**src/hw/rtl/bshu_pkg.sv**
```systemverilog
package bshu_pkg;

  localparam int LOG_BITS_DEF = 8;

  localparam int OFFS_W   = 24;
  localparam int HEIGHT_W = 32;
  localparam int RADIUS_W = 23;
  localparam int RATE_W   = 24;
  localparam int Q15_W    = 16;
  localparam int CFG_AW   = 3;
  localparam int CFG_DW   = 32;

  localparam int SQ_W   = 48;   // ax*ax and the sum of squares
  localparam int RSQ_W  = 46;   // radius squared
  localparam int RAD_W  = 62;   // square root radicand, d2 << 16
  localparam int ROOT_W = 31;   // square root result
  localparam int DIVN_W = 38;   // dividend d << 7
  localparam int ND_W   = 15;   // normalized distance
  localparam int EXP_W  = 19;   // exponent, Q4.15 up to 10.0
  localparam int MC_W   = 25;   // maximum change

  localparam logic [Q15_W-1:0] Q15_ONE = 16'h8000;

  typedef enum logic [CFG_AW-1:0] {
    CFG_RADIUS, CFG_SHAPE, CFG_FALLOFF, CFG_CURVE,
    CFG_STRENGTH, CFG_OP, CFG_TARGET, CFG_RATE
  } cfg_idx_t;

  typedef enum logic [1:0] {
    SHAPE_CIRCLE, SHAPE_SQUARE, SHAPE_DIAMOND, SHAPE_CUSTOM
  } shape_t;

  typedef enum logic [2:0] {
    FO_LINEAR, FO_SMOOTH, FO_SHARP, FO_CONST, FO_CUSTOM
  } falloff_t;

  typedef enum logic [2:0] {
    OP_RAISE, OP_LOWER, OP_FLATTEN, OP_HOLD, OP_SET
  } hop_t;

  typedef struct packed {
    logic [RADIUS_W-1:0] radius;
    logic [1:0]          shape;
    logic [2:0]          falloff;
    logic [Q15_W-1:0]    curve;
    logic [Q15_W-1:0]    strength;
    logic [2:0]          op;
    logic [HEIGHT_W-1:0] target;
    logic [RATE_W-1:0]   rate;
  } bshu_cfg_t;

  typedef struct packed {
    logic                hit;
    logic [HEIGHT_W-1:0] h;
  } bshu_side_t;

  function automatic logic [63:0] bshu_isqrt(input logic [63:0] v);
    logic [63:0] rem;
    logic [63:0] res;
    logic [63:0] bit_w;
    rem   = v;
    res   = '0;
    bit_w = 64'h4000_0000_0000_0000;
    for (int k = 0; k < 32; k++) begin
      if (rem >= res + bit_w) begin
        rem = rem - (res + bit_w);
        res = (res >> 1) + bit_w;
      end else begin
        res = res >> 1;
      end
      bit_w = bit_w >> 2;
    end
    return res;
  endfunction

  // 2^(-2^-idx) in Q30
  function automatic logic [29:0] bshu_root(input int idx);
    logic [63:0] x;
    x = 64'd1 << 29;
    for (int j = 1; j <= 12; j++) begin
      if (j <= idx) x = bshu_isqrt(x << 30);
    end
    return x[29:0];
  endfunction

endpackage

```
**src/hw/rtl/bshu_div.sv**
```systemverilog
module bshu_div (
  input  logic                          clk,
  input  logic                          rst_n,
  input  logic                          en,
  input  bshu_pkg::bshu_cfg_t           cfg,
  input  logic                          valid_i,
  input  logic [bshu_pkg::ROOT_W-1:0]   d_i,
  input  bshu_pkg::bshu_side_t          side_i,
  output logic                          valid_o,
  output logic [bshu_pkg::Q15_W-1:0]    u_o,
  output bshu_pkg::bshu_side_t          side_o
);
  import bshu_pkg::*;

  logic              v_a    [0:ND_W];
  logic [DIVN_W-1:0] rem_a  [0:ND_W];
  logic [ND_W-1:0]   q_a    [0:ND_W];
  bshu_side_t        side_a [0:ND_W];

  assign v_a[0]    = valid_i;
  assign rem_a[0]  = {d_i, 7'b0};
  assign q_a[0]    = '0;
  assign side_a[0] = side_i;

  // restoring division, one quotient bit per stage
  for (genvar g = 0; g < ND_W; g++) begin : g_bit
    localparam int K = ND_W - 1 - g;
    logic [DIVN_W-1:0] sub;
    logic              ge;
    logic              v_r;
    logic [DIVN_W-1:0] rem_r;
    logic [ND_W-1:0]   q_r;
    bshu_side_t        side_r;

    assign sub = {15'b0, cfg.radius} << K;
    assign ge  = rem_a[g] >= sub;

    always_ff @(posedge clk) begin
      if (!rst_n) begin
        v_r <= 1'b0;
      end else if (en) begin
        v_r <= v_a[g];
      end
    end

    always_ff @(posedge clk) begin
      if (en) begin
        rem_r  <= ge ? (rem_a[g] - sub) : rem_a[g];
        q_r    <= ge ? (q_a[g] | (15'd1 << K)) : q_a[g];
        side_r <= side_a[g];
      end
    end

    assign v_a[g+1]    = v_r;
    assign rem_a[g+1]  = rem_r;
    assign q_a[g+1]    = q_r;
    assign side_a[g+1] = side_r;
  end

  assign valid_o = v_a[ND_W];
  assign u_o     = Q15_ONE - {1'b0, q_a[ND_W]};
  assign side_o  = side_a[ND_W];

endmodule

```
**config.mk**
```make
export PLATFORM = sky130hd
export DESIGN_NAME = bshu_div
export DESIGN_NICKNAME = d
export VERILOG_FILES = /design/src/hw/rtl/bshu_pkg.sv /design/src/hw/rtl/bshu_div.sv
export SDC_FILE = /design/constraint.sdc
export NUM_CORES = 2
export LEC_CHECK = 0
export BUFFER_PORTS_ARGS = -buffer_cell sky130_fd_sc_hd__buf_2
export CORE_MARGIN = 5
export CORE_UTILIZATION = 51
export DETAILED_ROUTE_END_ITERATION = 8
export MAX_ROUTING_LAYER = met4
export PLACE_DENSITY = 0.73
export SLEW_MARGIN = 0
export SYNTH_ARGS = -nofsm -noshare
export SYNTH_HDL_FRONTEND = slang
export SYNTH_SLANG_ARGS = --single-unit
```
**constraint.sdc**
```tcl
create_clock -name clk -period 5.6 [get_ports clk]
set_input_delay 0.28 -clock clk [delete_from_list [all_inputs] [get_ports clk]]
set_output_delay 0.28 -clock clk [all_outputs]
set_load 0.02 [all_outputs]
```
Word level (Yosys, flattened, before mapping)
Cells that the tools add are included.

storage, ports and cells
  register bits = 1267
  input bits = 187
  output and inout bits = 50
  word-level logic and storage cells = 134

cells by class
  add/sub/neg operators = 15
  order comparisons = 15
  muxes and demuxes = 15

operators by type and width
  kind                                              count
  38-bit two-way mux                                14
  38-bit by 23-bit >= comparator with 1-bit output  1
  38-bit by 24-bit >= comparator with 1-bit output  1
  38-bit by 25-bit >= comparator with 1-bit output  1
  38-bit by 26-bit >= comparator with 1-bit output  1
  38-bit by 27-bit >= comparator with 1-bit output  1
  38-bit by 28-bit >= comparator with 1-bit output  1
  38-bit by 29-bit >= comparator with 1-bit output  1
  38-bit by 30-bit >= comparator with 1-bit output  1
  38-bit by 31-bit >= comparator with 1-bit output  1
  38-bit by 32-bit >= comparator with 1-bit output  1
  38-bit by 33-bit >= comparator with 1-bit output  1
  38-bit by 34-bit >= comparator with 1-bit output  1
  38-bit by 35-bit >= comparator with 1-bit output  1
  38-bit by 36-bit >= comparator with 1-bit output  1
  38-bit by 37-bit >= comparator with 1-bit output  1
  38-bit by 24-bit subtractor with 38-bit output    1
  38-bit by 25-bit subtractor with 38-bit output    1
  38-bit by 26-bit subtractor with 38-bit output    1
  38-bit by 27-bit subtractor with 38-bit output    1
  38-bit by 28-bit subtractor with 38-bit output    1
  38-bit by 29-bit subtractor with 38-bit output    1
  38-bit by 30-bit subtractor with 38-bit output    1
  38-bit by 31-bit subtractor with 38-bit output    1
  other kinds (8)                                   8

Longest topological paths before layout
  word-level depth = 2
  mapped depth = 14
  gate-level depth less buffers = 13

Least setup slack after synthesis
No wires, ideal clock.

  path type = in2reg
  start point = in cfg[97] (netlist bit)
  end point = reg g_bit[9].rem_r[23], data pin
  setup time = 270 ps
  arrival time = 3213 ps
  data required time = 5330 ps
  path slack = 2116 ps
  cell stages on the path = 12
  path buffers = 2
  cells stage by stage = inv_1 -> ha_1 -> nor2b_1 -> o31a_1 -> o41a_1 -> o41ai_2 -> o21ai_1 -> or4_4 -> buf_2 -> clkbuf_1 -> nor2_1 -> a21oi_1

between the ends
  longest elaborated chain between the ends = 2
  elaborated cells on any way between the ends = 3
  those cells by class = add/sub: 1; order compare: 1; mux: 1

ends and longest elaborated chain
  element                                                                                                             line                            RTL
  from (decl)                                                                                                         bshu_div.sv:5                   input bshu_pkg::bshu_cfg_t cfg,
  38-bit by 28-bit subtractor with 38-bit output or 38-bit by 28-bit >= comparator with 1-bit output (tied branches)  bshu_div.sv:48, bshu_div.sv:36
  38-bit two-way mux (*)                                                                                              bshu_div.sv:48                  rem_r <= ge ? (rem_a[g] - sub) : rem_a[g];
  to (signal assigned)                                                                                                bshu_div.sv:48
  to (decl)                                                                                                           bshu_div.sv:31                  logic [DIVN_W-1:0] rem_r;

Mark *: on every way between the ends. The rest lies on a longest branch, timed or not.
A chain may end at the register's enable or synchronous reset.

Worst setup path after layout
  start point = reg g_bit[12].rem_r[4]
  end point = reg g_bit[13].rem_r[33], data pin

between the ends
  longest elaborated chain between the ends = 2
  elaborated cells on any way between the ends = 3
  those cells by class = add/sub: 1; order compare: 1; mux: 1

ends and longest elaborated chain
  element                                                                                                             line
  from (decl)                                                                                                         bshu_div.sv:31
  from (signal assigned)                                                                                              bshu_div.sv:48
  38-bit by 24-bit subtractor with 38-bit output or 38-bit by 24-bit >= comparator with 1-bit output (tied branches)  bshu_div.sv:48, bshu_div.sv:36
  38-bit two-way mux (*)                                                                                              bshu_div.sv:48
  to (signal assigned)                                                                                                bshu_div.sv:48
  to (decl)                                                                                                           bshu_div.sv:31

Marked as above.

==> metrics.yaml <==
finalSetupTns_ns: 0
path_clk_slew_ns: 0.06
cts-root-buf: "clkbuf_16"
grt_pass1_vias: 34800
place.gp.congestion: 0.934
avgRoutedWirePerCell_um: 18.9
ctsHoldBuffers: 67
drc: 0
initial_core_util_pct: 51.2
synth_top_flop_cell: "edfxtp_1"
io_buffers: 140
tritoncts: "built"
p_per_area_nw_per_um2: 486
layout-drive-gt1-share_pct: 10.2
ys_seq_area_share_pct: 58.3
totalWireLength_um: 120000
hold_viol_final: 0
final.setup_skew_ns: 0.0502
core_area_um2: 109000
ys_warn_count: 0
leakage_uw: 0.0236
period_share_pct: 73.2
drtIter0Drc: 2864
clockBufferDepth: 3
rows: 121
timing.slew.headroom_pct: 27.1
nNetsFinal: 5387
hold_path.class: "in2reg"
ant_nets: 0
post-route-cell-area_um2: 62800
setup_viol: 0
grt_use_total_pct: 20.8
synth_top_area_share_pct: 57.8
path_cells: "ha_1, o21ai_0, a21oi_1, o211a_1, o21ai_1, o21a_1, o31ai_1, a41oi_1, buf_4, inv_2, nand4_1, xnor2_1"
yosysTopAreaCell: "edfxtp_1"
fp.dieArea_um2: 116000
avgSynthCellArea_um2: 12.2
required_ns: 6.04
antenna_found_initial: 1
synth_area_um2: 55600
fmax_mhz: 244
grt-ovfl-total: 0
vias: 36500
tightest_slew_ns: 1.09
critPathMaxStageDelay_ns: 0.54
layout_min_cycle_time_ns: 4.10
critPathCaptureType: "flip-flop"
synth_fp_nets: 5094
netlist_instances: 4548
status: "completed"
ir_worst_vdd_mv: 0.262
maxCapViolCount: 0
async_flop_share_pct: 0
ctsResizeCount: 0
critPathLaunchType: "flip-flop"
slew_viol_final: 0
cts_buffers: 113
critPathTopFamily: "compound AO/OA/AOI/OAI gates"
synth_cell_types: 90
path_max_fanout: 42
grt_max_degree: 166
final_cell_mix: "edfxtp_1, a21oi_1, nor2_1, ha_1, nand2_1"
min_path_cells: 1
cp_num_buf_inv: 2
place_area_um2: 58300
clock_latency_ns: 0.73
postCtsSetupBuffers: 0
clock_sinks: 1085
grt_setup_unrepaired: "false"
post_drt_via_cell_ratio: 5.74
die_y_um: 340
place_hpwl_um: 84700
synth_edf_count: 1070
die_x_um: 340
ys_ff_latch: 1085
area_delta_synth_final_pct: 13.0
cp_data_arrival_time_ns: 4.54
grt_pass1_wl_um: 189000
first_pass_iters: 6
ios: 237
final_common_cell: "edfxtp_1"
synth_area_leaders: "edfxtp_1, ha_1, a21oi_1, xnor2_1, nor2_1"
htree_levels: 3
ff2ff_path_depth: 12
path_class: "reg2reg"
worst-path-stages: 12
cp_slowest_cell: "inv_2"
antenna_cells: 0
## power breakdown
| group | switching, uW | total, uW | leakage [uW] | internal (uW) |
|---|---|---|---|---|
| Sequential | 1040 | 12300 | 0.0105 | 11200 |
| Clock | 3150 | 7550 | 0.00183 | 4390 |
| Combinational | 6010 | 10700 | 0.0113 | 4700 |
| Total | 10200 | 30500 | 0.0236 | 20300 |
## layer usage
| metal | routed length, um | vias to the layer above | GRT usage (%) |
|---|---|---|---|
| li1 | - | 17900 | - |
| met5 | 0 | - | - |
| met4 | 3440 | 0 | 6.54 |
| met3 | 6780 | 218 | 2.88 |
| met1 | 52700 | 17400 | 27.8 |
| met2 | 57000 | 968 | 33.5 |
## kinds of logic after synthesis
| kind of cell | share of synthesized area [%] |
|---|---|
| fa+ha+maj | 8.27 |
| simple gates | 11.1 |
| flops | 58.3 |
| xor+xnor | 5.61 |
| compound gates | 13.1 |
| buf+inv | 1.65 |
| mux | 1.95 |
## stage by stage
| stage | hold slack [ns] | util, % | worst slack (ns) | std cells | power, uW |
|---|---|---|---|---|---|
| after floorplan | 0.379 | - | 2.12 | 4548 | 20200 |
| after global placement | 0.400 | 53.7 | 1.19 | 6073 | 22700 |
| after detailed placement | 0.405 | 53.7 | 1.16 | 6073 | 22900 |
| after CTS | 0.0976 | 57.9 | 1.60 | 6353 | 30600 |
| after global routing | 0.123 | 57.9 | 1.28 | 6353 | 32500 |
| final | 0.101 | 57.9 | 1.50 | 6353 | 30500 |
## cells in the mapped netlist, types with 76 or more instances
cell         n
nor2_1     374
clkbuf_1    84
mux2_2      76
edfxtp_1  1070
a21oi_1    394
ha_1       345
xnor2_1    214
o21ai_0    226
inv_1      130
xor2_1     142
nand3_1     98
a21o_1     154
nor3_1      80
nand2_1    303
## worst paths after layout
| kind | start | end | slack, ns |
|---|---|---|---|
| max | g_bit[12].rem_r[4] | g_bit[13].rem_r[33] | 1.50 |
| max reg2reg | g_bit[12].rem_r[4] | g_bit[13].rem_r[33] | 1.50 |
| min reg2reg | g_bit[7].side_r[29] | g_bit[8].side_r[29] | 0.38 |
| min | en | g_bit[5].side_r[10] | 0.10 |
## registers in the layout, summed over array words and instances (netlist names)
register and cells:
g_bit.v_r 14, g_bit.rem_r 455, g_bit.q_r 120, g_bit.side_r 462
side_o 33, valid_o 1
## area by class of cell
| type | instances | area [um^2] |
|---|---|---|
| Fill cell | 8816 | 45700 |
| Sequential cell | 1085 | 32400 |
| Timing Repair Buffer | 281 | 2010 |
| Multi-Input combinational cell | 3226 | 22300 |
| Clock buffer | 140 | 2930 |
| Tap cell | 1414 | 1770 |
| Clock inverter | 73 | 881 |
| Inverter | 134 | 503 |
Power figures use the tool's default switching activity.
