File: src/hw/rtl/bshu_pkg.sv
package bshu_pkg;

  localparam int LOG_BITS_DEF = 8;

  localparam int OFFS_W   = 24;
  localparam int HEIGHT_W = 32;
  localparam int RADIUS_W = 23;
  localparam int RATE_W   = 24;
  localparam int Q15_W    = 16;
  localparam int CFG_AW   = 3;
  localparam int CFG_DW   = 32;

  localparam int SQ_W   = 48;   // ax*ax and the sum of squares
  localparam int RSQ_W  = 46;   // radius squared
  localparam int RAD_W  = 62;   // square root radicand, d2 << 16
  localparam int ROOT_W = 31;   // square root result
  localparam int DIVN_W = 38;   // dividend d << 7
  localparam int ND_W   = 15;   // normalized distance
  localparam int EXP_W  = 19;   // exponent, Q4.15 up to 10.0
  localparam int MC_W   = 25;   // maximum change

  localparam logic [Q15_W-1:0] Q15_ONE = 16'h8000;

  typedef enum logic [CFG_AW-1:0] {
    CFG_RADIUS, CFG_SHAPE, CFG_FALLOFF, CFG_CURVE,
    CFG_STRENGTH, CFG_OP, CFG_TARGET, CFG_RATE
  } cfg_idx_t;

  typedef enum logic [1:0] {
    SHAPE_CIRCLE, SHAPE_SQUARE, SHAPE_DIAMOND, SHAPE_CUSTOM
  } shape_t;

  typedef enum logic [2:0] {
    FO_LINEAR, FO_SMOOTH, FO_SHARP, FO_CONST, FO_CUSTOM
  } falloff_t;

  typedef enum logic [2:0] {
    OP_RAISE, OP_LOWER, OP_FLATTEN, OP_HOLD, OP_SET
  } hop_t;

  typedef struct packed {
    logic [RADIUS_W-1:0] radius;
    logic [1:0]          shape;
    logic [2:0]          falloff;
    logic [Q15_W-1:0]    curve;
    logic [Q15_W-1:0]    strength;
    logic [2:0]          op;
    logic [HEIGHT_W-1:0] target;
    logic [RATE_W-1:0]   rate;
  } bshu_cfg_t;

  typedef struct packed {
    logic                hit;
    logic [HEIGHT_W-1:0] h;
  } bshu_side_t;

  function automatic logic [63:0] bshu_isqrt(input logic [63:0] v);
    logic [63:0] rem;
    logic [63:0] res;
    logic [63:0] bit_w;
    rem   = v;
    res   = '0;
    bit_w = 64'h4000_0000_0000_0000;
    for (int k = 0; k < 32; k++) begin
      if (rem >= res + bit_w) begin
        rem = rem - (res + bit_w);
        res = (res >> 1) + bit_w;
      end else begin
        res = res >> 1;
      end
      bit_w = bit_w >> 2;
    end
    return res;
  endfunction

  // 2^(-2^-idx) in Q30
  function automatic logic [29:0] bshu_root(input int idx);
    logic [63:0] x;
    x = 64'd1 << 29;
    for (int j = 1; j <= 12; j++) begin
      if (j <= idx) x = bshu_isqrt(x << 30);
    end
    return x[29:0];
  endfunction

endpackage

File: src/hw/rtl/bshu_dist.sv
module bshu_dist (
  input  logic                               clk,
  input  logic                               rst_n,
  input  logic                               en,
  input  bshu_pkg::bshu_cfg_t                cfg,
  input  logic                               valid_i,
  input  logic signed [bshu_pkg::OFFS_W-1:0] x_i,
  input  logic signed [bshu_pkg::OFFS_W-1:0] z_i,
  input  logic [bshu_pkg::HEIGHT_W-1:0]      h_i,
  output logic                               valid_o,
  output logic [bshu_pkg::RAD_W-1:0]         radicand_o,
  output bshu_pkg::bshu_side_t               side_o
);
  import bshu_pkg::*;

  logic [OFFS_W-1:0]   ax_nxt, az_nxt;
  logic                v1_r, v2_r, v3_r;
  logic [OFFS_W-1:0]   ax_r, az_r;
  logic [HEIGHT_W-1:0] h1_r, h2_r;
  logic [SQ_W-1:0]     sqx_r, sqz_r;
  logic                shape_ok_nxt, shape_ok_r;
  logic [RSQ_W-1:0]    rsq_r;
  logic [SQ_W-1:0]     d2;
  logic                hit;
  logic [OFFS_W:0]     manh;
  logic [RAD_W-1:0]    radicand_r;
  bshu_side_t          side_r;

  assign ax_nxt = x_i[OFFS_W-1] ? ($unsigned(~x_i) + 24'd1) : $unsigned(x_i);
  assign az_nxt = z_i[OFFS_W-1] ? ($unsigned(~z_i) + 24'd1) : $unsigned(z_i);
  assign manh   = {1'b0, ax_r} + {1'b0, az_r};

  always_comb begin
    case (cfg.shape)
      SHAPE_SQUARE:  shape_ok_nxt = (ax_r <= {1'b0, cfg.radius}) &&
                                    (az_r <= {1'b0, cfg.radius});
      SHAPE_DIAMOND: shape_ok_nxt = manh <= {2'b0, cfg.radius};
      default:       shape_ok_nxt = 1'b1;
    endcase
  end

  assign d2  = sqx_r + sqz_r;
  assign hit = (d2 < {2'b0, rsq_r}) && shape_ok_r;

  always_ff @(posedge clk) begin
    if (!rst_n) begin
      v1_r <= 1'b0;
      v2_r <= 1'b0;
      v3_r <= 1'b0;
    end else if (en) begin
      v1_r <= valid_i;
      v2_r <= v1_r;
      v3_r <= v2_r;
    end
  end

  // the user must keep radius static while samples are in flight; not enforced here
  always_ff @(posedge clk) begin
    rsq_r <= {23'b0, cfg.radius} * {23'b0, cfg.radius};
  end

  always_ff @(posedge clk) begin
    if (en) begin
      ax_r        <= ax_nxt;
      az_r        <= az_nxt;
      h1_r        <= h_i;
      sqx_r       <= {24'b0, ax_r} * {24'b0, ax_r};
      sqz_r       <= {24'b0, az_r} * {24'b0, az_r};
      shape_ok_r  <= shape_ok_nxt;
      h2_r        <= h1_r;
      radicand_r  <= hit ? {d2[RSQ_W-1:0], 16'b0} : '0;
      side_r      <= '{hit: hit, h: h2_r};
    end
  end

  assign valid_o    = v3_r;
  assign radicand_o = radicand_r;
  assign side_o     = side_r;

endmodule

File: config.mk
export PLATFORM = sky130hd
export DESIGN_NAME = bshu_dist
export DESIGN_NICKNAME = d
export VERILOG_FILES = /design/src/hw/rtl/bshu_pkg.sv /design/src/hw/rtl/bshu_dist.sv
export SDC_FILE = /design/constraint.sdc
export NUM_CORES = 2
export LEC_CHECK = 0
export BUFFER_PORTS_ARGS = -buffer_cell sky130_fd_sc_hd__buf_2
export CAP_MARGIN = 20
export CORE_UTILIZATION = 55
export CTS_CLUSTER_DIAMETER = 80
export DETAILED_ROUTE_END_ITERATION = 12
export PLACE_DENSITY = 0.82
export REMOVE_ABC_BUFFERS = 1
export SKIP_LAST_GASP = 1
export SLEW_MARGIN = 20
export SYNTH_ARGS = -nofsm -noshare
export SYNTH_HDL_FRONTEND = slang
export SYNTH_SLANG_ARGS = --single-unit
export TNS_END_PERCENT = 20
File: constraint.sdc
create_clock -name clk -period 12.35 [get_ports clk]
set_clock_uncertainty 0.05 [all_clocks]
set_input_delay 1.8525 -clock clk [delete_from_list [all_inputs] [get_ports clk]]
set_output_delay 1.8525 -clock clk [all_outputs]
set_load 0.02 [all_outputs]
* After elaboration in Yosys (flattened, before gate mapping)
Cells that the tools add are included.
Word-level totals: output and inout port bits 96, bits of input ports 203, register bits 353
Operators by class: equality and inequality tests 2, bitwise gates (word level) 2, add/sub/neg operators 4, mux-type cells 3, magnitude comparators 4, multiply operators 3, reduce and logical (&&, ||, !) cells 2
Operators with widths (count):
- multiplier 24 x 24 -> 48 bit | 2
- adder 24 x 1 -> 24 bit, second input constant | 2
- adder 48 bit | 1
- <= comparator 24 x 23 -> 1 bit | 2
- less-than comparator 48 x 46 -> 1 bit | 1
- NOT 24 bit | 2
- multiplier 23 x 23 -> 46 bit | 1
- two-way mux 23 bit | 2
- adder 24 x 24 -> 25 bit | 1
- <= comparator 25 x 23 -> 1 bit | 1
- equality test 2 x 1 -> 1 bit, second input constant | 1
- equality test 2 bit, second input constant | 1
- logical AND 1 bit | 2
- one-hot mux 1 bit (2 select lines) | 1

* Logic depth before layout (Yosys ltp)
depth in word-level cells 3, mapped depth 29, gate-level depth less buffers 28

* Least setup slack after synthesis
Ideal clock, no wire load.
path kind input -> register, start point input cfg[99] (netlist name), end point register rsq_r[42], stages 23, buffers on the path 2, data arrival time 8.381 ns, data required time 12.228 ns, path slack 3.847 ns, path through clkbuf_1 -> clkbuf_1 -> nand2_1 -> fa_1 -> inv_1 -> fa_1 -> inv_1 -> fa_1 -> inv_1 -> fa_1 -> fa_1 -> fa_1 -> fa_1 -> ha_1 -> a211oi_1 -> and4_1 -> a22oi_1 -> o311a_1 -> a31oi_2 -> o21ai_1 -> a311o_1 -> a21oi_1 -> xnor2_1
On the way: longest elaborated chain between the ends 1
RTL lines:
- start: declaration | line bshu_dist.sv:5 | input bshu_pkg::bshu_cfg_t cfg,
- multiplier 23 x 23 -> 46 bit | line bshu_dist.sv:59 | rsq_r <= {23'b0, cfg.radius} * {23'b0, cfg.radius};
- end signal: assignment | line bshu_dist.sv:59
- end: declaration | line bshu_dist.sv:22 | logic [RSQ_W-1:0] rsq_r;
Every way passes these cells. A chain may end at the register's enable or synchronous reset.

* Final worst setup path
start point input cfg[105] (netlist name), end point register rsq_r[42]
Same word-level chain as after synthesis.

==> metrics.md <==
| Metric | Value |
|---|---|
| Vias per Instance | `5.53` |
| Setup crit start | `cfg[105]` |
| CTS Buffer Depth | `3` |
| Worst Path Arrival | `9.81 ns` |
| Register area share after synthesis | `0.150` |
| Tightest Hold Check Type | `reg -> reg` |
| Pre-Repair DR Iteration Count | `10` |
| Cells after DPL | `roughly 8000` |
| Ys Warns | `0` |
| MaxCap Viol Count | `0` |
| DR WL/cell | `approximately 20 um` |
| TritonCTS buffer count | `38` |
| Die Wd | `343 um` |
| Die extent in y | `roughly 340 um` |
| Status | `complete, but fails checks` |
| Syn_area_per_cell | `9.77 sq um` |
| First-pass GRT wire length | `258000 um` |
| Non-Filler Instances | `between 8000 and 9000` |
| Final setup margin | `approximately 3 ns` |
| Port Buf Inserts | `188` |
| CTS root buf | `clkbuf_16` |
| Buf/Inv on CP | `3` |
| Crit-path slowest cell | `clkinv_1` |
| Total gr overflow | `0` |
| Largest net degree at the start of global routing | `approximately 120` |
| R2R Path End | `sqx_r[47]$_DFFE_PP_` |
| Final Wtd Congestion | `about 0.96` |
| Synth top cells by count | `inv_1, fa_1, ha_1` |
| Share of the synthesized area in the top cell type | `0.386` |
| Area leader, netlist | `fa_1` |
| Fraction of registers with async set/reset | `0` |
| CP startpoint kind | `input port` |
| Max Clock Freq | `0.107 GHz` |
| Hold Path Stages | `0` |
| Top-count cell post-synth | `inv_1` |
| Top FF cell, synth | `edfxtp_1` |
| Cells after synthesis | `6534` |
| Full die area | `117000 sq um` |
| Vias in the first global route | `49800` |
| I/O pins | `299` |
| Sink Count | `approximately 330` |
| HPWL after detailed placement | `128000 um` |
| DRC | `24` |
| Mapped Area | `63800 sq um` |
| Routed vias | `approximately 45000` |
| Synth Register Bits | `about 330` |
| CTS Hold Bufs | `0` |
| Required time worst endpoint | `around 13 ns` |
| Top delay family on crit path | `adder cells` |
| Post-synthesis mux area share | `0.00229` |
| Crit-path max FO | `16` |
| Area contributors post-synth | `fa_1, ha_1, edfxtp_1` |
| Final setup viols | `0` |
| GRT Overall Usage | `0.283` |
| Post-Synth Simple-Gate Area | `0.100` |
| Unique masters post-synth | `94` |
| CTS H-tree lvls | `2` |
| Setup tns final | `0 ns` |
| Clock Pin Slew Worst Setup and Hold Paths | `0.07 ns` |
| Layout cell share with drive strength beyond 1 | `0.0536` |
| # rows | `roughly 120` |
| Slew HR | `0.284` |
| Critical-path cell list | `buf_2, clkinv_1, nor2_1, fa_1, ha_1, a21oi_1, fa_1, inv_1, fa_1, fa_1, fa_1, fa_1, ha_1, a211oi_1, and4_1, a22oi_1, o311a_1, a31oi_2, o21ai_1, a311o_1, a21oi_1, xnor2_1` |
| Setup Crit Path Kind | `in -> reg` |
| Instance count on the critical path | `22` |
| Cell depth of the worst flop-to-flop path | `27` |
| RSZ-0062 raised after global routing | `false` |
| Post-Synth XOR/XNOR Area | `0.0340` |
| Post-Synth Adder-Cell Area | `0.525` |
| Period utilization | `0.757` |
| Synth Area in Compound Gates | `0.0717` |
| EDFF count, synth | `around 290` |
| Initial core utilization | `0.557` |
| Critical Path Max Stage Delay | `0.76 ns` |
| Fillers | `slightly above 9000` |
| P&R area growth vs syn | `5.99%` |
| DP Worst Slack | `2.60 ns` |
| Violated checks | `DRC` |
| Clock latency on the worst-skew pair | `around 0.59 ns` |
| DRT antenna net count | `0` |
| TritonCTS clock tree | `built` |
| Max Slew Vio Count | `0` |
| Setup Fix Bufs, Post-CTS | `0` |
| FF-to-FF Start | `ax_r[19]$_DFFE_PP_` |
| Final hold violations | `0` |
| Reg2reg setup slack | `approximately 3.9 ns` |
| Final min period | `between 9 and 10 ns` |
| Slew @ Worst Pin | `roughly 1.1 ns` |
| Setup crit end | `rsq_r[42]$_DFF_P_` |
| Post_cts resized | `0` |
| CP most frequent cell | `fa_1` |
| Initial DRC count | `roughly 3100` |
| Largest family of logic cells by synthesized area | `adder cells` |
| Core area | `~110000 sq um` |
| Final WL | `~160000 um` |
| Net count, final | `a little under 9000` |
| Initial antenna violation count | `10` |
| CP endpoint kind | `flop` |
==> routing by layer <==
| layer | part of all wire | global-route usage |
|---|---|---|
| met1 | 0.36 | 0.339 |
| met2 | 0.49 | 0.488 |
| met3 | 0.085 | 0.0530 |
| met4 | 0.058 | 0.138 |
| met5 | 0.00029 | 0 |
==> metrics by stage <==
| step | cell area (sq um) | hold slack, ns | util |
|---|---|---|---|
| 3_5_place_dp | 66400 | 0.355 | 0.579 |
| 6_report | 67700 | 0.368 | 0.590 |
| 2_1_floorplan | 63200 | 0.350 | - |
| 3_3_place_gp | 66400 | 0.350 | 0.579 |
| 4_1_cts | 67700 | 0.368 | 0.590 |
| 5_1_grt | 67700 | 0.372 | 0.590 |
==> state kept, by name (all words and copies together) (netlist names) <==
signal / cells
radicand_o: 46
h1_r: 32
v2_r: 1
v1_r: 1
side_o: 33
ax_r: 24
valid_o: 1
rsq_r: 45
sqx_r: 47
sqz_r: 47
h2_r: 32
shape_ok_r: 1
az_r: 24
==> worst reg2reg max path, delay by kind of cell, from the launching register on <==
| family | cells | cell delay, ns |
|---|---|---|
| buffers and inverters | 8 | 1.00 |
| adders and majority gates | 8 | 3.95 |
| DFF | 1 | 0.32 |
| AOI/OAI and AO/OA | 8 | 2.31 |
| and+or+nand+nor | 3 | 0.59 |
==> layout make-up <==
class | instances | area (sq um) | share of cell area
repair buffers | 243 | 1380 | 0.0203
clock inverters | 19 | 245 | 0.00362
well taps | 1512 | 1890 | 0.0280
flip-flops and latches | 334 | 9550 | 0.141
multi-input cells | 4249 | 46900 | 0.693
diodes | 2 | 5.00 | 0.0000740
inverters | 1789 | 6720 | 0.0992
clock buffers | 47 | 995 | 0.0147
==> worst min-delay path by stage <==
stage	start	end	slack, ns
2_1_floorplan	h1_r[0]$_DFFE_PP_	h2_r[0]$_DFFE_PP_	0.35
3_3_place_gp	h2_r[21]$_DFFE_PP_	side_o[21]$_DFFE_PP_	0.35
3_5_place_dp	h1_r[17]$_DFFE_PP_	h2_r[17]$_DFFE_PP_	0.35
4_1_cts	h1_r[2]$_DFFE_PP_	h2_r[2]$_DFFE_PP_	0.37
5_1_grt	h1_r[8]$_DFFE_PP_	h2_r[8]$_DFFE_PP_	0.37
6_report	h1_r[17]$_DFFE_PP_	h2_r[17]$_DFFE_PP_	0.37
==> cell families (layout without fill, tap and decap cells) <==
logic type,after synthesis,in the layout
adder cells (fa/ha/maj),1942,1942
XOR/XNOR,248,248
flip-flops,334,334
AO/OA/AOI/OAI,689,689
multiplexers,14,14
AND/OR/NAND/NOR,1340,1340
buffers and inverters,1966,2098
other,1,18
==> placed cells by master, fill, tap and decap left out, drive strengths merged, types with 32 or more instances in the layout <==
cell       n
nor3      36
dfxtp     48
nand4     36
nand2    536
buf      243
fa      1230
a21o     129
edfxtp   286
a21oi    207
nor3b     35
nand3     36
ha       712
xnor2    190
nor2     271
nand2b    32
nor2b     41
and2     239
o21a      43
inv     1792
clkbuf    47
xor2      58
o21ai    117
Power is left out: the tool's default activity adds up to more than one toggle a clock period on the data nets, which glitch-free logic cannot reach.
