--- config.mk ---
export PLATFORM = sky130hd
export DESIGN_NAME = bshu_apply
export DESIGN_NICKNAME = d
export VERILOG_FILES = /design/src/hw/rtl/bshu_pkg.sv /design/src/hw/rtl/bshu_apply.sv
export SDC_FILE = /design/constraint.sdc
export NUM_CORES = 2
export LEC_CHECK = 0
export ABC_CLOCK_PERIOD_IN_PS = 24700
export BUFFER_PORTS_ARGS = -buffer_cell sky130_fd_sc_hd__buf_4
export CAP_MARGIN = 40
export CORE_MARGIN = 5
export CORE_UTILIZATION = 45
export CTS_BUF_LIST = sky130_fd_sc_hd__clkbuf_4
export CTS_CLUSTER_DIAMETER = 60
export DETAILED_ROUTE_END_ITERATION = 16
export GPL_TIMING_DRIVEN = 0
export PLACE_DENSITY_LB_ADDON = 0.2
export SKIP_LAST_GASP = 1
export SYNTH_ARGS = -nofsm -noshare
export SYNTH_HDL_FRONTEND = slang
export SYNTH_SLANG_ARGS = --single-unit
--- constraint.sdc ---
create_clock -name clk -period 24.7 [get_ports clk]
set_clock_uncertainty 0.15 [all_clocks]
set_input_delay 4.94 -clock clk [delete_from_list [all_inputs] [get_ports clk]]
set_output_delay 4.94 -clock clk [all_outputs]
set_load 0.01 [all_outputs]
--- src/hw/rtl/bshu_pkg.sv ---
package bshu_pkg;

  localparam int LOG_BITS_DEF = 8;

  localparam int OFFS_W   = 24;
  localparam int HEIGHT_W = 32;
  localparam int RADIUS_W = 23;
  localparam int RATE_W   = 24;
  localparam int Q15_W    = 16;
  localparam int CFG_AW   = 3;
  localparam int CFG_DW   = 32;

  localparam int SQ_W   = 48;   // ax*ax and the sum of squares
  localparam int RSQ_W  = 46;   // radius squared
  localparam int RAD_W  = 62;   // square root radicand, d2 << 16
  localparam int ROOT_W = 31;   // square root result
  localparam int DIVN_W = 38;   // dividend d << 7
  localparam int ND_W   = 15;   // normalized distance
  localparam int EXP_W  = 19;   // exponent, Q4.15 up to 10.0
  localparam int MC_W   = 25;   // maximum change

  localparam logic [Q15_W-1:0] Q15_ONE = 16'h8000;

  typedef enum logic [CFG_AW-1:0] {
    CFG_RADIUS, CFG_SHAPE, CFG_FALLOFF, CFG_CURVE,
    CFG_STRENGTH, CFG_OP, CFG_TARGET, CFG_RATE
  } cfg_idx_t;

  typedef enum logic [1:0] {
    SHAPE_CIRCLE, SHAPE_SQUARE, SHAPE_DIAMOND, SHAPE_CUSTOM
  } shape_t;

  typedef enum logic [2:0] {
    FO_LINEAR, FO_SMOOTH, FO_SHARP, FO_CONST, FO_CUSTOM
  } falloff_t;

  typedef enum logic [2:0] {
    OP_RAISE, OP_LOWER, OP_FLATTEN, OP_HOLD, OP_SET
  } hop_t;

  typedef struct packed {
    logic [RADIUS_W-1:0] radius;
    logic [1:0]          shape;
    logic [2:0]          falloff;
    logic [Q15_W-1:0]    curve;
    logic [Q15_W-1:0]    strength;
    logic [2:0]          op;
    logic [HEIGHT_W-1:0] target;
    logic [RATE_W-1:0]   rate;
  } bshu_cfg_t;

  typedef struct packed {
    logic                hit;
    logic [HEIGHT_W-1:0] h;
  } bshu_side_t;

  function automatic logic [63:0] bshu_isqrt(input logic [63:0] v);
    logic [63:0] rem;
    logic [63:0] res;
    logic [63:0] bit_w;
    rem   = v;
    res   = '0;
    bit_w = 64'h4000_0000_0000_0000;
    for (int k = 0; k < 32; k++) begin
      if (rem >= res + bit_w) begin
        rem = rem - (res + bit_w);
        res = (res >> 1) + bit_w;
      end else begin
        res = res >> 1;
      end
      bit_w = bit_w >> 2;
    end
    return res;
  endfunction

  // 2^(-2^-idx) in Q30
  function automatic logic [29:0] bshu_root(input int idx);
    logic [63:0] x;
    x = 64'd1 << 29;
    for (int j = 1; j <= 12; j++) begin
      if (j <= idx) x = bshu_isqrt(x << 30);
    end
    return x[29:0];
  endfunction

endpackage

--- src/hw/rtl/bshu_apply.sv ---
module bshu_apply (
  input  logic                          clk,
  input  logic                          rst_n,
  input  logic                          en,
  input  bshu_pkg::bshu_cfg_t           cfg,
  input  logic                          valid_i,
  input  logic [bshu_pkg::Q15_W-1:0]    pw_i,
  input  logic [bshu_pkg::Q15_W-1:0]    u_i,
  input  bshu_pkg::bshu_side_t          side_i,
  output logic                          valid_o,
  output logic [bshu_pkg::HEIGHT_W-1:0] nh_o,
  output logic                          chg_o
);
  import bshu_pkg::*;

  logic [Q15_W-1:0] fo, s;
  logic [31:0]      wprod;

  assign s = (cfg.strength > Q15_ONE) ? Q15_ONE : cfg.strength;

  always_comb begin
    case (cfg.falloff)
      FO_SMOOTH, FO_SHARP: fo = pw_i;
      FO_CONST:            fo = Q15_ONE;
      default:             fo = u_i;
    endcase
  end

  assign wprod = {16'b0, fo} * {16'b0, s};

  logic                v1_r, v2_r, v3_r, v4_r;
  logic [Q15_W-1:0]    w_r;
  logic [HEIGHT_W-1:0] h1_r, h2_r, h3_r;
  logic [MC_W-1:0]     mc_r;
  logic                chg2_r, chg3_r, chg4_r;
  logic [39:0]         mprod;

  assign mprod = {24'b0, w_r} * {16'b0, cfg.rate};

  // stage 3: saturating sums and the flatten step
  logic [33:0]         up, dn;
  logic [32:0]         diff, ad, mc_ext, step;
  logic [HEIGHT_W-1:0] up_sat, dn_sat;
  logic [HEIGHT_W-1:0] up_r, dn_r, step_r;
  logic                neg_r;

  assign up     = {{2{h2_r[31]}}, h2_r} + {9'b0, mc_r};
  assign dn     = {{2{h2_r[31]}}, h2_r} - {9'b0, mc_r};
  assign diff   = {cfg.target[31], cfg.target} - {h2_r[31], h2_r};
  assign ad     = diff[32] ? (~diff + 33'd1) : diff;
  assign mc_ext = {8'b0, mc_r};
  assign step   = (ad < mc_ext) ? ad : mc_ext;

  always_comb begin
    if (up[33:31] == 3'b000 || up[33:31] == 3'b111) up_sat = up[31:0];
    else up_sat = up[33] ? 32'h8000_0000 : 32'h7FFF_FFFF;
    if (dn[33:31] == 3'b000 || dn[33:31] == 3'b111) dn_sat = dn[31:0];
    else dn_sat = dn[33] ? 32'h8000_0000 : 32'h7FFF_FFFF;
  end

  // stage 4: pick the result
  logic [HEIGHT_W-1:0] nh_nxt, nh_r;

  always_comb begin
    if (!chg3_r) begin
      nh_nxt = h3_r;
    end else begin
      case (cfg.op)
        OP_RAISE:   nh_nxt = up_r;
        OP_LOWER:   nh_nxt = dn_r;
        OP_FLATTEN: nh_nxt = neg_r ? (h3_r - step_r) : (h3_r + step_r);
        OP_SET:     nh_nxt = cfg.target;
        default:    nh_nxt = h3_r;
      endcase
    end
  end

  always_ff @(posedge clk) begin
    if (!rst_n) begin
      v1_r <= 1'b0;
      v2_r <= 1'b0;
      v3_r <= 1'b0;
      v4_r <= 1'b0;
    end else if (en) begin
      v1_r <= valid_i;
      v2_r <= v1_r;
      v3_r <= v2_r;
      v4_r <= v3_r;
    end
  end

  always_ff @(posedge clk) begin
    if (en) begin
      w_r    <= side_i.hit ? wprod[30:15] : '0;
      h1_r   <= side_i.h;
      mc_r   <= mprod[39:15];
      chg2_r <= (w_r != '0) && (cfg.op <= OP_SET);
      h2_r   <= h1_r;
      up_r   <= up_sat;
      dn_r   <= dn_sat;
      step_r <= step[31:0];
      neg_r  <= diff[32];
      chg3_r <= chg2_r;
      h3_r   <= h2_r;
      nh_r   <= nh_nxt;
      chg4_r <= chg3_r;
    end
  end

  assign valid_o = v4_r;
  assign nh_o    = nh_r;
  assign chg_o   = chg4_r;

endmodule
* Word-level counts from Yosys, hierarchy flattened
Index checks and enable logic that the tools add are counted.
Cells by class: $add $sub $neg 6, multiply operators 2, magnitude comparators 3, eq/ne operators 8, multiplexer cells 11, bitwise logic cells 1, reduce and logical (&&, ||, !) cells 8
Operator list (number):
- $mux W32 | 6
- $pmux W32 S4 | 1
- $mul A16 B24 Y40 | 1
- $add A32 B26 Y33 | 1
- $add A33 B1 Y33 const B | 1
- $lt A33 B25 Y1 | 1
- $mux W33 | 1
- $not A33 Y33 | 1
- $sub A32 B26 Y33 | 1
- $sub A32 B32 Y33 | 1
- $add A32 B32 Y32 | 1
- $pmux W16 S2 | 1
- $sub A32 B32 Y32 | 1
- $mul A16 B16 Y31 | 1
- $mux W25 | 1
- $gt A16 B16 Y1 const B | 1
- $mux W16 | 1
- $reduce_bool A16 Y1 | 1
- $eq A3 B2 Y1 const B | 3
- $eq A3 B3 Y1 const B | 3
- $logic_not A3 Y1 | 3
- $eq A3 B1 Y1 const B | 2
- $le A3 B3 Y1 const B | 1
- $logic_or A1 B1 Y1 | 2
- other kinds (2) | 2
Storage, ports and cells: register bits after elaboration 273, input port bits 188, output and inout bits 34

* Logic depth before layout (Yosys ltp)
word-level depth 6, mapped depth 32, depth with buffers taken out 30

* Least setup slack after synthesis
Ideal clock, no wire load.
path type input to register, start input cfg[92] (netlist name), end register w_r[15], data pin, arrival time 11.563 ns, required time 24.295 ns, path slack 12.732 ns, cell stages on the path 27, cell sequence xor2_1 and2_1 clkbuf_1 clkbuf_1 a22o_1 clkbuf_1 nand2_1 fa_1 inv_1 fa_1 fa_1 fa_1 fa_1 inv_1 fa_1 inv_1 ha_1 a21oi_1 nor2_1 a211o_1 or3_1 a31oi_1 nor3_1 a2111oi_0 o21bai_1 xnor2_1 and2_1
Between the ends: word-level cells in the longest chain between the ends 4
RTL lines:
- start: declaration | line bshu_apply.sv:5 | input bshu_pkg::bshu_cfg_t cfg,
- $eq A3 B1 Y1 or $eq A3 B2 Y1 (tied branches) | line bshu_apply.sv:22 | case (cfg.falloff)
- $reduce_or A2 Y1 | line bshu_apply.sv:22
- $pmux W16 S2 * | line bshu_apply.sv:22
- $mul A16 B16 Y31 * | line bshu_apply.sv:29 | assign wprod = {16'b0, fo} * {16'b0, s};
- end signal: assignment | line bshu_apply.sv:94 | w_r <= side_i.hit ? wprod[30:15] : '0;
- end: declaration | line bshu_apply.sv:32 | logic [Q15_W-1:0] w_r;
Mark *: on every way between the ends. The rest lies on a longest branch, timed or not. A chain may end at the register's enable or synchronous reset.

* Worst setup path after layout
Same ends and word-level chain as after synthesis.

==> key figures <==
Min path
  – Hold_sp: h1_r[6]
  – Hold path depth: 0
  – Min-delay worst type: reg -> reg
  – Hold EP: h2_r[6]

Run status
  – Status: completed

Global routing
  – Number of global-route vias before repair: between 30,000 and 40,000
  – First-pass GRT wire length: around 170,000 µm
  – Tot GR Track Use: 0.242
  – Pin count of the biggest net entering global routing: about 120
  – Overflow after GRT: 0
  – Initial antenna violation count: 3

Die
  – Number of cell rows: 106
  – Core ar.: 0.0838 mm²
  – Die W: approximately 300 µm
  – Chip height: ~300 µm
  – Initial core utilization: 0.455
  – Die area: 0.0906 mm²
  – Ports: 222

Place
  – Buffers on Ports: 178
  – Post-place setup slack: approximately 11 ns
  – Post-DP HPWL: 90,600 µm
  – Final Wtd Congestion: 0.934

Clocking
  – Post-CTS setup buffers: 0
  – Clk Latency, worst-skew pair: 0.82 ns
  – CTS buffer count: 79
  – Hold-fix buffers, CTS: 0
  – TritonCTS clock tree: done
  – Clock Tree Buf Depth: 3
  – CTS H-tree depth: 3
  – CTS clk-pin slew, worst paths: ~0.060 ns
  – CTS root buf: clkbuf_4
  – Clk sinks: 273
  – Resized cells post-CTS: 0

Drt
  – Drt first pass iters: 6
  – Initial drt markers: 2,009
  – Routed wire length: 109,000 µm
  – WL per Instance: 19.5 µm
  – DR vias: between 20,000 and 30,000
  – ANT nets after route: 0
  – # DRC: 0
  – Via-to-Cell Ratio: 5.30

STA
  – Period utilisation layout: 0.530
  – Worst slew margin: 0.272
  – Min Tclk post-route: ~13 ns
  – Final hold violations: 0
  – Setup violators final: 0
  – Max-slew violation count: 0
  – Fmax: ~76 MHz
  – Final worst slack: between 10 and 15 ns
  – Worst-Margin Slew: between 1 and 1.5 ns
  – Minimum hold slack: 0.254 ns
  – Setup TNS: 0 ns
  – RSZ-0062 raised after global routing: false

Synth
  – Netlist Area Pre-Place: 0.0381 mm²
  – Register area share after synthesis: 0.214
  – Number of synthesized flops with an enable pin: 269
  – Most common cell in the netlist: inv_1
  – Yosys top cell by area: fa_1
  – Yosys warns: 0
  – Post-synth top area share: 0.263
  – Area contributors post-synth: fa_1, edfxtp_1, ha_1, inv_1, nand2_1
  – Commonest cells post-synth: inv_1, nand2_1, fa_1, ha_1, nor2_1
  – Post-synth ARST share: 0
  – Syn Inst Count: 4,128
  – #FFs+latches synth: roughly 270
  – Top_reg_cell synth: edfxtp_1
  – Mapped Avg Cell Area: 9.23 µm²
  – Synth cell types: 90

Critical path
  – Critical R2R Launch: h2_r[1]
  – CP startpoint kind: input port
  – CP arrival: roughly 13 ns
  – Crit path kind: in -> reg
  – Reg2Reg Depth: 27
  – Setup crit end kind: register
  – Crit. Startpoint: cfg[92]
  – Worst endpoint required time: approximately 25 ns
  – Reg2reg setup slack: ~16 ns
  – Critical path peak fanout: 10
  – R2R Path End: step_r[21]

Finish
  – Share of layout cells above drive strength 1: 0.0840
  – Fin util: 0.501
  – Fin nets: 5,435
  – # fillers: 8,154
  – P&R area growth vs syn: 10.2%

Flow run
  – Max-cap violations: 0
[layer usage]
metal / global-route usage / part of all wire / vias to the layer above
li1: - / - / 14064
met1: 0.328 / 0.43 / 14426
met2: 0.401 / 0.47 / 1031
met3: 0.0420 / 0.076 / 174
met4: 0.0698 / 0.028 / 0
met5: 0 / 0 / -
[flip-flops by register name (all words and copies together), names as in the netlist]
name and flops:
w_r 16, up_r 32, step_r 32, h1_r 32
v1_r 1, nh_o 32, chg3_r 1, v2_r 1
h3_r 32, dn_r 32, valid_o 1, h2_r 32
chg_o 1, neg_r 1, mc_r 25, chg2_r 1
v3_r 1
[layout by cell type, fill, tap and decap left out, types with 26 or more instances in the layout]
cell type / n
edfxtp_1: 269
nor3_1: 63
a21o_1: 54
xor2_1: 45
nand2b_1: 29
inv_1: 680
fa_1: 501
nor2_1: 305
buf_4: 179
o21ai_0: 165
xnor2_1: 133
and2_1: 166
and3_1: 26
ha_1: 345
mux2i_1: 38
nor2b_1: 34
nand3_1: 26
a21oi_1: 194
clkbuf_1: 151
o21a_1: 29
clkbuf_4: 107
nand2_1: 509
[cell families (layout without fill, tap and decap cells)]
family | count (synthesis) | count (layout) | synth area share
compound gates | 647 | 647 | 0.108
mux | 67 | 67 | 0.0204
simple gates | 1268 | 1268 | 0.156
xor+xnor | 178 | 178 | 0.0409
other cells | 1 | 11 | 0.0000984
fa+ha+maj | 846 | 846 | 0.377
buf+inv | 848 | 1177 | 0.0842
flops | 273 | 273 | 0.214
[cell type report]
type                       instances  area (µm²)  area share
buffer                           168         657      0.0156
tap                             1134        1420      0.0338
clock buffer                     107         803      0.0191
clock inverter                    36         159     0.00379
inverter                         680        2550      0.0608
multi-input combinational       3013       26800       0.638
sequential                       273        8160       0.194
antenna                            4        10.0    0.000238
timing repair buffer             186        1460      0.0347
[stage by stage]
stage               cell area [µm²]  instances
detailed placement            41000       5453
finish                        42000       5601
floorplan                     38100       4134
CTS                           42000       5596
global route                  42000       5600
global placement              40900       5446
[worst max-delay path: stages]
cell       delay, ns
buf_4           0.12
xor2_1          0.30
and2_1          0.18
clkbuf_1        0.31
clkbuf_1        0.40
a22o_1          0.19
clkbuf_1        0.60
nand2_1         0.17
fa_1            0.54
fa_1            0.52
fa_1            0.51
inv_1           0.05
fa_1            0.50
fa_1            0.50
inv_1           0.05
fa_1            0.47
inv_1           0.05
ha_1            0.29
o21ai_0         0.08
o21ai_0         0.20
a211oi_1        0.53
o21ai_0         0.38
a31oi_1         0.30
nor3_1          0.09
a2111oi_0       0.64
o21bai_1        0.17
xnor2_1         0.19
and2_1          0.18
[worst max path at each step]
stage,endpoint,slack (ns),cells after the start
6_report,w_r[15],11.61,28
2_1_floorplan,w_r[15],12.73,27
3_5_place_dp,w_r[15],10.89,28
4_1_cts,w_r[15],11.75,28
3_3_place_gp,w_r[15],10.92,28
5_1_grt,w_r[15],11.16,28
Power is not shown: default switching activity piles up to over one toggle a cycle in this logic, so the estimate is an artifact.
