## config.mk

```make
export PLATFORM = sky130hd
export DESIGN_NAME = bshu_sqrt
export DESIGN_NICKNAME = d
export VERILOG_FILES = /design/src/hw/rtl/bshu_pkg.sv /design/src/hw/rtl/bshu_sqrt.sv
export SDC_FILE = /design/constraint.sdc
export NUM_CORES = 2
export LEC_CHECK = 0
export BUFFER_PORTS_ARGS = -buffer_cell sky130_fd_sc_hd__buf_4
export CAP_MARGIN = 0
export CORE_MARGIN = 1.5
export CORE_UTILIZATION = 30
export DETAILED_ROUTE_END_ITERATION = 16
export PLACE_DENSITY_LB_ADDON = 0.1
export REMOVE_ABC_BUFFERS = 1
export SETUP_SLACK_MARGIN = 0.5
export SYNTH_ARGS = -nofsm -noshare
export SYNTH_HDL_FRONTEND = slang
export SYNTH_SLANG_ARGS = --single-unit
```

## constraint.sdc

```tcl
create_clock -name clk -period 4.9 [get_ports clk]
set_clock_uncertainty 0.1 [all_clocks]
set_input_delay 0.49 -clock clk [delete_from_list [all_inputs] [get_ports clk]]
set_output_delay 0.49 -clock clk [all_outputs]
set_load 0.005 [all_outputs]
```

## src/hw/rtl/bshu_pkg.sv

```systemverilog
package bshu_pkg;

  localparam int LOG_BITS_DEF = 8;

  localparam int OFFS_W   = 24;
  localparam int HEIGHT_W = 32;
  localparam int RADIUS_W = 23;
  localparam int RATE_W   = 24;
  localparam int Q15_W    = 16;
  localparam int CFG_AW   = 3;
  localparam int CFG_DW   = 32;

  localparam int SQ_W   = 48;   // ax*ax and the sum of squares
  localparam int RSQ_W  = 46;   // radius squared
  localparam int RAD_W  = 62;   // square root radicand, d2 << 16
  localparam int ROOT_W = 31;   // square root result
  localparam int DIVN_W = 38;   // dividend d << 7
  localparam int ND_W   = 15;   // normalized distance
  localparam int EXP_W  = 19;   // exponent, Q4.15 up to 10.0
  localparam int MC_W   = 25;   // maximum change

  localparam logic [Q15_W-1:0] Q15_ONE = 16'h8000;

  typedef enum logic [CFG_AW-1:0] {
    CFG_RADIUS, CFG_SHAPE, CFG_FALLOFF, CFG_CURVE,
    CFG_STRENGTH, CFG_OP, CFG_TARGET, CFG_RATE
  } cfg_idx_t;

  typedef enum logic [1:0] {
    SHAPE_CIRCLE, SHAPE_SQUARE, SHAPE_DIAMOND, SHAPE_CUSTOM
  } shape_t;

  typedef enum logic [2:0] {
    FO_LINEAR, FO_SMOOTH, FO_SHARP, FO_CONST, FO_CUSTOM
  } falloff_t;

  typedef enum logic [2:0] {
    OP_RAISE, OP_LOWER, OP_FLATTEN, OP_HOLD, OP_SET
  } hop_t;

  typedef struct packed {
    logic [RADIUS_W-1:0] radius;
    logic [1:0]          shape;
    logic [2:0]          falloff;
    logic [Q15_W-1:0]    curve;
    logic [Q15_W-1:0]    strength;
    logic [2:0]          op;
    logic [HEIGHT_W-1:0] target;
    logic [RATE_W-1:0]   rate;
  } bshu_cfg_t;

  typedef struct packed {
    logic                hit;
    logic [HEIGHT_W-1:0] h;
  } bshu_side_t;

  function automatic logic [63:0] bshu_isqrt(input logic [63:0] v);
    logic [63:0] rem;
    logic [63:0] res;
    logic [63:0] bit_w;
    rem   = v;
    res   = '0;
    bit_w = 64'h4000_0000_0000_0000;
    for (int k = 0; k < 32; k++) begin
      if (rem >= res + bit_w) begin
        rem = rem - (res + bit_w);
        res = (res >> 1) + bit_w;
      end else begin
        res = res >> 1;
      end
      bit_w = bit_w >> 2;
    end
    return res;
  endfunction

  // 2^(-2^-idx) in Q30
  function automatic logic [29:0] bshu_root(input int idx);
    logic [63:0] x;
    x = 64'd1 << 29;
    for (int j = 1; j <= 12; j++) begin
      if (j <= idx) x = bshu_isqrt(x << 30);
    end
    return x[29:0];
  endfunction

endpackage

```

## src/hw/rtl/bshu_sqrt.sv

```systemverilog
module bshu_sqrt (
  input  logic                        clk,
  input  logic                        rst_n,
  input  logic                        en,
  input  logic                        valid_i,
  input  logic [bshu_pkg::RAD_W-1:0]  radicand_i,
  input  bshu_pkg::bshu_side_t        side_i,
  output logic                        valid_o,
  output logic [bshu_pkg::ROOT_W-1:0] root_o,
  output bshu_pkg::bshu_side_t        side_o
);
  import bshu_pkg::*;

  logic              v_a    [0:ROOT_W];
  logic [RAD_W-1:0]  rem_a  [0:ROOT_W];
  logic [ROOT_W-1:0] root_a [0:ROOT_W];
  bshu_side_t        side_a [0:ROOT_W];

  assign v_a[0]    = valid_i;
  assign rem_a[0]  = radicand_i;
  assign root_a[0] = '0;
  assign side_a[0] = side_i;

  // one result bit per stage, most significant first
  for (genvar g = 0; g < ROOT_W; g++) begin : g_bit
    localparam int K = ROOT_W - 1 - g;
    logic [63:0]       trial, diff;
    logic              ge;
    logic              v_r;
    logic [RAD_W-1:0]  rem_r;
    logic [ROOT_W-1:0] root_r;
    bshu_side_t        side_r;

    assign trial = ({33'b0, root_a[g]} << (K + 1)) | (64'd1 << (2 * K));
    assign diff  = {2'b0, rem_a[g]} - trial;
    assign ge    = {2'b0, rem_a[g]} >= trial;

    always_ff @(posedge clk) begin
      if (!rst_n) begin
        v_r <= 1'b0;
      end else if (en) begin
        v_r <= v_a[g];
      end
    end

    always_ff @(posedge clk) begin
      if (en) begin
        rem_r  <= ge ? diff[RAD_W-1:0] : rem_a[g];
        root_r <= ge ? (root_a[g] | (31'd1 << K)) : root_a[g];
        side_r <= side_a[g];
      end
    end

    assign v_a[g+1]    = v_r;
    assign rem_a[g+1]  = rem_r;
    assign root_a[g+1] = root_r;
    assign side_a[g+1] = side_r;
  end

  assign valid_o = v_a[ROOT_W];
  assign root_o  = root_a[ROOT_W];
  assign side_o  = side_a[ROOT_W];

endmodule

```

==> Yosys cells after proc, flatten, opt, wreduce, memory -nomap -nowiden <==
Cells that the tools add are included.
{ "classes": {"n_mux": 31, "n_reduce_logical": 0, "div_mod_pow": 0, "multipliers": 0, "add_sub_neg": 30, "n_bitwise": 0, "n_eq_ne": 0, "shift": 0, "n_lt_le_gt_ge": 31} }
{ "ops": {"columns": ["operator", "count"], "rows": [
  ["62-bit two-way mux", 30],
  ["62-bit by 32-bit greater-or-equal comparator with 1-bit output", 1],
  ["62-bit by 33-bit greater-or-equal comparator with 1-bit output", 1],
  ["62-bit by 34-bit greater-or-equal comparator with 1-bit output", 1],
  ["62-bit by 35-bit greater-or-equal comparator with 1-bit output", 1],
  ["62-bit by 36-bit greater-or-equal comparator with 1-bit output", 1],
  ["62-bit by 37-bit greater-or-equal comparator with 1-bit output", 1],
  ["62-bit by 38-bit greater-or-equal comparator with 1-bit output", 1],
  ["62-bit by 39-bit greater-or-equal comparator with 1-bit output", 1],
  ["62-bit by 40-bit greater-or-equal comparator with 1-bit output", 1],
  ["62-bit by 41-bit greater-or-equal comparator with 1-bit output", 1],
  ["62-bit by 42-bit greater-or-equal comparator with 1-bit output", 1],
  ["62-bit by 43-bit greater-or-equal comparator with 1-bit output", 1],
  ["62-bit by 44-bit greater-or-equal comparator with 1-bit output", 1],
  ["62-bit by 45-bit greater-or-equal comparator with 1-bit output", 1],
  ["62-bit by 46-bit greater-or-equal comparator with 1-bit output", 1],
  ["62-bit by 47-bit greater-or-equal comparator with 1-bit output", 1],
  ["62-bit by 48-bit greater-or-equal comparator with 1-bit output", 1],
  ["62-bit by 49-bit greater-or-equal comparator with 1-bit output", 1],
  ["62-bit by 50-bit greater-or-equal comparator with 1-bit output", 1],
  ["62-bit by 51-bit greater-or-equal comparator with 1-bit output", 1],
  ["62-bit by 52-bit greater-or-equal comparator with 1-bit output", 1],
  ["62-bit by 53-bit greater-or-equal comparator with 1-bit output", 1],
  ["62-bit by 54-bit greater-or-equal comparator with 1-bit output", 1],
  ["39 further kinds", 39]
]} }
{ "totals": {"mem_bits_rw": 0, "register_bits": 3875, "out_inout_bits": 65, "latch_bits": 0, "inputBits": 99, "mem_count": 0, "elab_cells": 276, "romBits": 0} }

==> Depth between registers and ports, before layout <==
{ "depth": {"word_depth": 2, "depth_mapped": 14} }

==> Least setup slack after synthesis <==
No wires, ideal clock.
{ "synth_timing": {"kind": "reg-to-reg", "startpoint": "reg g_bit[16].rem_r[50]", "endpoint": "reg g_bit[17].rem_r[57] (data pin)", "t_arrival_ns": 3.155, "period_less_slack_ns": 3.526, "path_buffers": 1, "stages_incl_launch_ff": 11, "t_required_ns": 4.529, "path_slack_ns": 1.374, "path_cell_list": "edfxtp_1 > or4_1 > or4_4 > or4_1 > or4_4 > a21o_1 > a31oi_1 > or3_1 > buf_4 > nor4_1 > xor2_1"} }
{ "synth_between": {"elab_chain_cells": 2, "word_cells_on_any_way": 3, "classes_between": "add/sub: 1; order compare: 1; mux: 1"} }
{ "synth_lines": {"columns": ["element", "line_no", "source"], "rows": [
  ["start, declared", "bshu_sqrt.sv:30", "logic [RAD_W-1:0] rem_r;"],
  ["start signal, assigned", "bshu_sqrt.sv:48", "rem_r <= ge ? diff[RAD_W-1:0] : rem_a[g];"],
  ["62-bit by 45-bit subtractor with 62-bit output / 62-bit by 45-bit greater-or-equal comparator with 1-bit output (equally long branches)", "bshu_sqrt.sv:35, bshu_sqrt.sv:36", null],
  ["62-bit two-way mux (*)", "bshu_sqrt.sv:48", null],
  ["end signal, assigned", "bshu_sqrt.sv:48", null],
  ["end, declared", "bshu_sqrt.sv:30", null]
]} }
Mark *: on every way between the ends. The rest lies on a longest branch, timed or not.
A chain may end at the register's enable or synchronous reset.

==> Worst setup path in the final report <==
{ "layout_timing": {"startpoint": "reg g_bit[23].rem_r[50]", "endpoint": "reg g_bit[24].rem_r[25] (data pin)"} }
{ "layout_between": {"elab_chain_cells": 2} }
{ "layout_lines": {"columns": ["element", "line_no", "source"], "rows": [
  ["start, declared", "bshu_sqrt.sv:30", null],
  ["start signal, assigned", "bshu_sqrt.sv:48", null],
  ["62-bit by 38-bit greater-or-equal comparator with 1-bit output", "bshu_sqrt.sv:36", "assign ge = {2'b0, rem_a[g]} >= trial;"],
  ["62-bit two-way mux", "bshu_sqrt.sv:48", null],
  ["end signal, assigned", "bshu_sqrt.sv:48", null],
  ["end, declared", "bshu_sqrt.sv:30", null]
]} }
No other way between the ends.

==> run metrics <==
Crit Path Class=register to register; Clock Path Buffers=4; Slew Limit Fails=0; fin nets=~11000; largest net degree at the start of global routing=around 190; post-route ant nets=0; post-synthesis sequential area ratio=70.5%; PwrDens=485 mW/mm^2; placed instance area=about 0.16 sq mm; worst r2r dst=g_bit[24].rem_r[25]$_DFFE_PP_; Lkg Pwr=about 0.061 uW; cell area after synthesis=between 0.1 and 0.15 sq mm; cell family with most CP delay=simple AND/OR/NAND/NOR gates; Setup crit start kind=register; WHS Path Cells=2; Synth Area per Inst=between 10 and 15 sq um; count of cell types in the netlist=95; Least-Margin Pin Slew=approximately 1.2 ns; CP cell instances=or4_1 > or4_1 > or4_1 > a211o_1 > nor3_2 > inv_2 > mux2_1; initial DRC count=about 5700; first-pass GRT wire length=roughly 560 mm; share of synthesized registers carrying an async set or reset=0%; Reg area=about 0.10 sq mm; routed wire length=~380 mm; I/O Pins=approximately 160; Worst Hold Class=primary input to register; clk slew on worst S/H paths=0.06 ns; max_cap viols=0; Crit path largest cell delay=0.59 ns; vias per inst=approximately 4.7; worst path required time=about 5.5 ns; Final Util=around a third; unrepaired setup endpoints after global routing=no; Power Total=just over 80000 uW; Post-Route M1 WL=between 150 and 200 mm; top post-synthesis cells by area=edfxtp_1 70%, ha_1 4.5%, xnor2_1 2.8%; Clk Latency, worst-skew pair=between 0.9 and 1 ns; Final min period=roughly 4.2 ns; die area=around 0.49 sq mm; final hold violations=0; Multi-input gate area=0.0398 sq mm; Root Driver=clkbuf_16; WL per Instance=21.6 um; GRT Util Overall=15.1%; antenna violations before repair=25; top cell type's share of synthesized area=between 70% and 80%; Seq cells post-synth=approximately 3400; IO Port Bufs=~160; Initial Util=roughly 30%; DR top layer=met5; number of flops mapped to enable cells by yosys=3379; worst r2r src=g_bit[23].rem_r[50]$_DFFE_PP_; met3 WL=approximately 12 mm; Final Cycle Share=between 80 and 90%; fmax=approximately 240 MHz; share of cells above drive strength 1=under 10%; Most common cell on crit path=or4_1; core area=between 0.4 and 0.5 sq mm; cts bufs inserted=roughly 400; Place WS=-0.127 ns; routed via count=about 83000; TNS Setup=0 ns; WP data arrival=about 4.8 ns; Worst Setup EP=g_bit[24].rem_r[25]$_DFFE_PP_; hpwl dp=281 mm; Worst R2R Path Depth=7; DIE WIDTH=between 600 and 700 um; Worst Setup End Kind=register; WP buf/inv=1; TritonRoute pass-1 iters=6; cells after synthesis=a little over 10000; vias in the first global route=~85000; P&R area growth vs syn=17.1%; Final Worst Setup Slack=0.656 ns; # DRC=0; R2R setup slack=around 0.66 ns; post-synth top area cell=edfxtp_1; synth warn=0; cell area after layout=approximately 0.17 sq mm; status=completed; grt ovf=0; Slew headroom=21.3%; Detail Route met2 WL=between 150 and 200 mm; die height=698 um; Setup violations, final=0; Critical Path Start=g_bit[23].rem_r[50]$_DFFE_PP_; Fill cells=about 46000; Final Wtd Congestion=between 0.9 and 1; CP max-delay cell=or4_1; Num Clock Sinks=3410; Top FF cell, synth=edfxtp_1; maximum VDD drop=~0.33 mV; CTS tree=yes; Rows=about 260; H-tree levels=5; Crit path depth=7; crit path max fanout=40
routing by layer:
layer | vias up | global-route usage [%]
met2 | 1632 | 26.9
met1 | 41300 | 18.8
li1 | 39700 | -
met5 | - | 0
met3 | 642 | 1.78
met4 | 4 | 5.75
registers in the layout (all words and copies together) (netlist names):
signal and cells:
g_bit.rem_r 1860, g_bit.v_r 30, g_bit.root_r 465, side_o 33, g_bit.side_r 990, root_o 31
valid_o 1
cells in the final DEF (no fill, tap or decap), types with 35 or more instances in the layout:
cell type | synthesis | layout
nand2_1 | 513 | 513
inv_1 | 655 | 655
o21bai_1 | 47 | 47
or4_1 | 57 | 57
clkinv_1 | 0 | 99
dlygate4sd3_1 | 0 | 101
bufinv_16 | 0 | 49
nor4_1 | 306 | 293
o21a_1 | 90 | 90
or2_2 | 35 | 35
mux2i_1 | 40 | 40
ha_1 | 525 | 525
buf_4 | 3 | 323
o31ai_1 | 47 | 46
nand2b_1 | 76 | 76
a21o_1 | 193 | 193
nand3b_1 | 36 | 36
nor4b_1 | 47 | 47
diode_2 | 0 | 57
a21oi_1 | 612 | 607
clkbuf_16 | 0 | 400
and3_1 | 48 | 48
mux2_2 | 68 | 68
o211ai_1 | 40 | 40
nand3_1 | 176 | 176
xnor2_1 | 458 | 457
nand4_1 | 167 | 167
a211oi_1 | 40 | 40
xor2_1 | 370 | 368
nor3_1 | 246 | 245
edfxtp_1 | 3379 | 3379
nor2b_1 | 98 | 98
o21ai_0 | 311 | 310
nor2_1 | 661 | 661
clkbuf_1 | 151 | 57
a31oi_1 | 54 | 52
clkinv_2 | 0 | 62
or3_1 | 87 | 87
kinds of logic after synthesis:
family,share of synthesized area [%]
AND/OR/NAND/NOR,9.71
buffers and inverters,2.18
AO/OA/AOI/OAI,7.20
flip-flops,70.5
adder cells (fa/ha/maj),4.53
multiplexers,0.891
XOR/XNOR,5.01
worst min-delay path by stage:
stage | from | end | slack (ns)
detailed placement | g_bit[9].side_r[32]$_DFFE_PP_ | g_bit[10].side_r[32]$_DFFE_PP_ | 0.30
floorplan | g_bit[9].side_r[0]$_DFFE_PP_ | g_bit[10].side_r[0]$_DFFE_PP_ | 0.30
CTS | side_i[10] | g_bit[0].side_r[10]$_DFFE_PP_ | 0.02
global route | side_i[28] | g_bit[0].side_r[28]$_DFFE_PP_ | 0.06
finish | radicand_i[44] | g_bit[0].rem_r[44]$_DFFE_PP_ | 0.13
global placement | g_bit[4].side_r[23]$_DFFE_PP_ | g_bit[5].side_r[23]$_DFFE_PP_ | 0.30
cell usage after synthesis (13+ instances only):
cell      number
nand2_1      513
nor4b_1       47
or2_2         35
o211ai_1      40
nand4_1      167
inv_1        655
and2_1        34
dfxtp_1       31
or4_1         57
mux2_2        68
nor2_1       661
or3_1         87
nand4b_1      18
xnor2_1      458
mux2i_1       40
edfxtp_1    3379
xor2_1       370
a211oi_1      40
o21ai_0      311
buf_1         15
a31oi_1       54
nor3_1       246
ha_1         525
and3_1        48
o21ai_1       31
nand3b_1      36
a21o_1       193
o21a_1        90
nand3_1      176
a21oi_1      612
o31ai_1       47
o41ai_1       13
clkbuf_1     151
nor2b_1       98
a21boi_0      30
nand2b_1      76
o21bai_1      47
nor3b_1       28
and4_1        23
nor4_1       306
a211o_1       19
power by group:
| part | switching [uW] | leakage [uW] | internal [uW] |
|---|---|---|---|
| Sequential | 2590 | 0.0329 | 36100 |
| Combinational | 8300 | 0.0220 | 5460 |
| Clock | 12200 | 0.00634 | 17600 |
| Total | 23100 | 0.0613 | 59100 |
timing repair:
action / CTS / global route
gates resized for setup: 11 / 9
hold buffers: 101 / 0
hold endpoints to repair: 143 / 0
pin swaps: 0 / 1
endpoints found under the setup margin: 11 / 29
cloned: 0 / 0
setup buffers: 0 / 2
cell type report:
| cell class | instances | area share (%) |
|---|---|---|
| timing repair buffer | 451 | 2.34 |
| multi-input combinational | 5857 | 23.5 |
| tap | 6425 | 4.74 |
| clock buffer | 459 | 6.04 |
| clock inverter | 267 | 1.68 |
| inverter | 658 | 1.46 |
| sequential | 3410 | 60.2 |
| antenna | 57 | 0.0841 |
per-stage QoR:
step | hold slack, ns | std cells
final | 0.134 | 17600
after global routing | 0.0566 | 17600
after CTS | 0.0167 | 17500
after detailed placement | 0.305 | 16700
after global placement | 0.300 | 16700
after floorplan | 0.300 | 9925
Note: power is estimated with default switching activity, not from simulation.
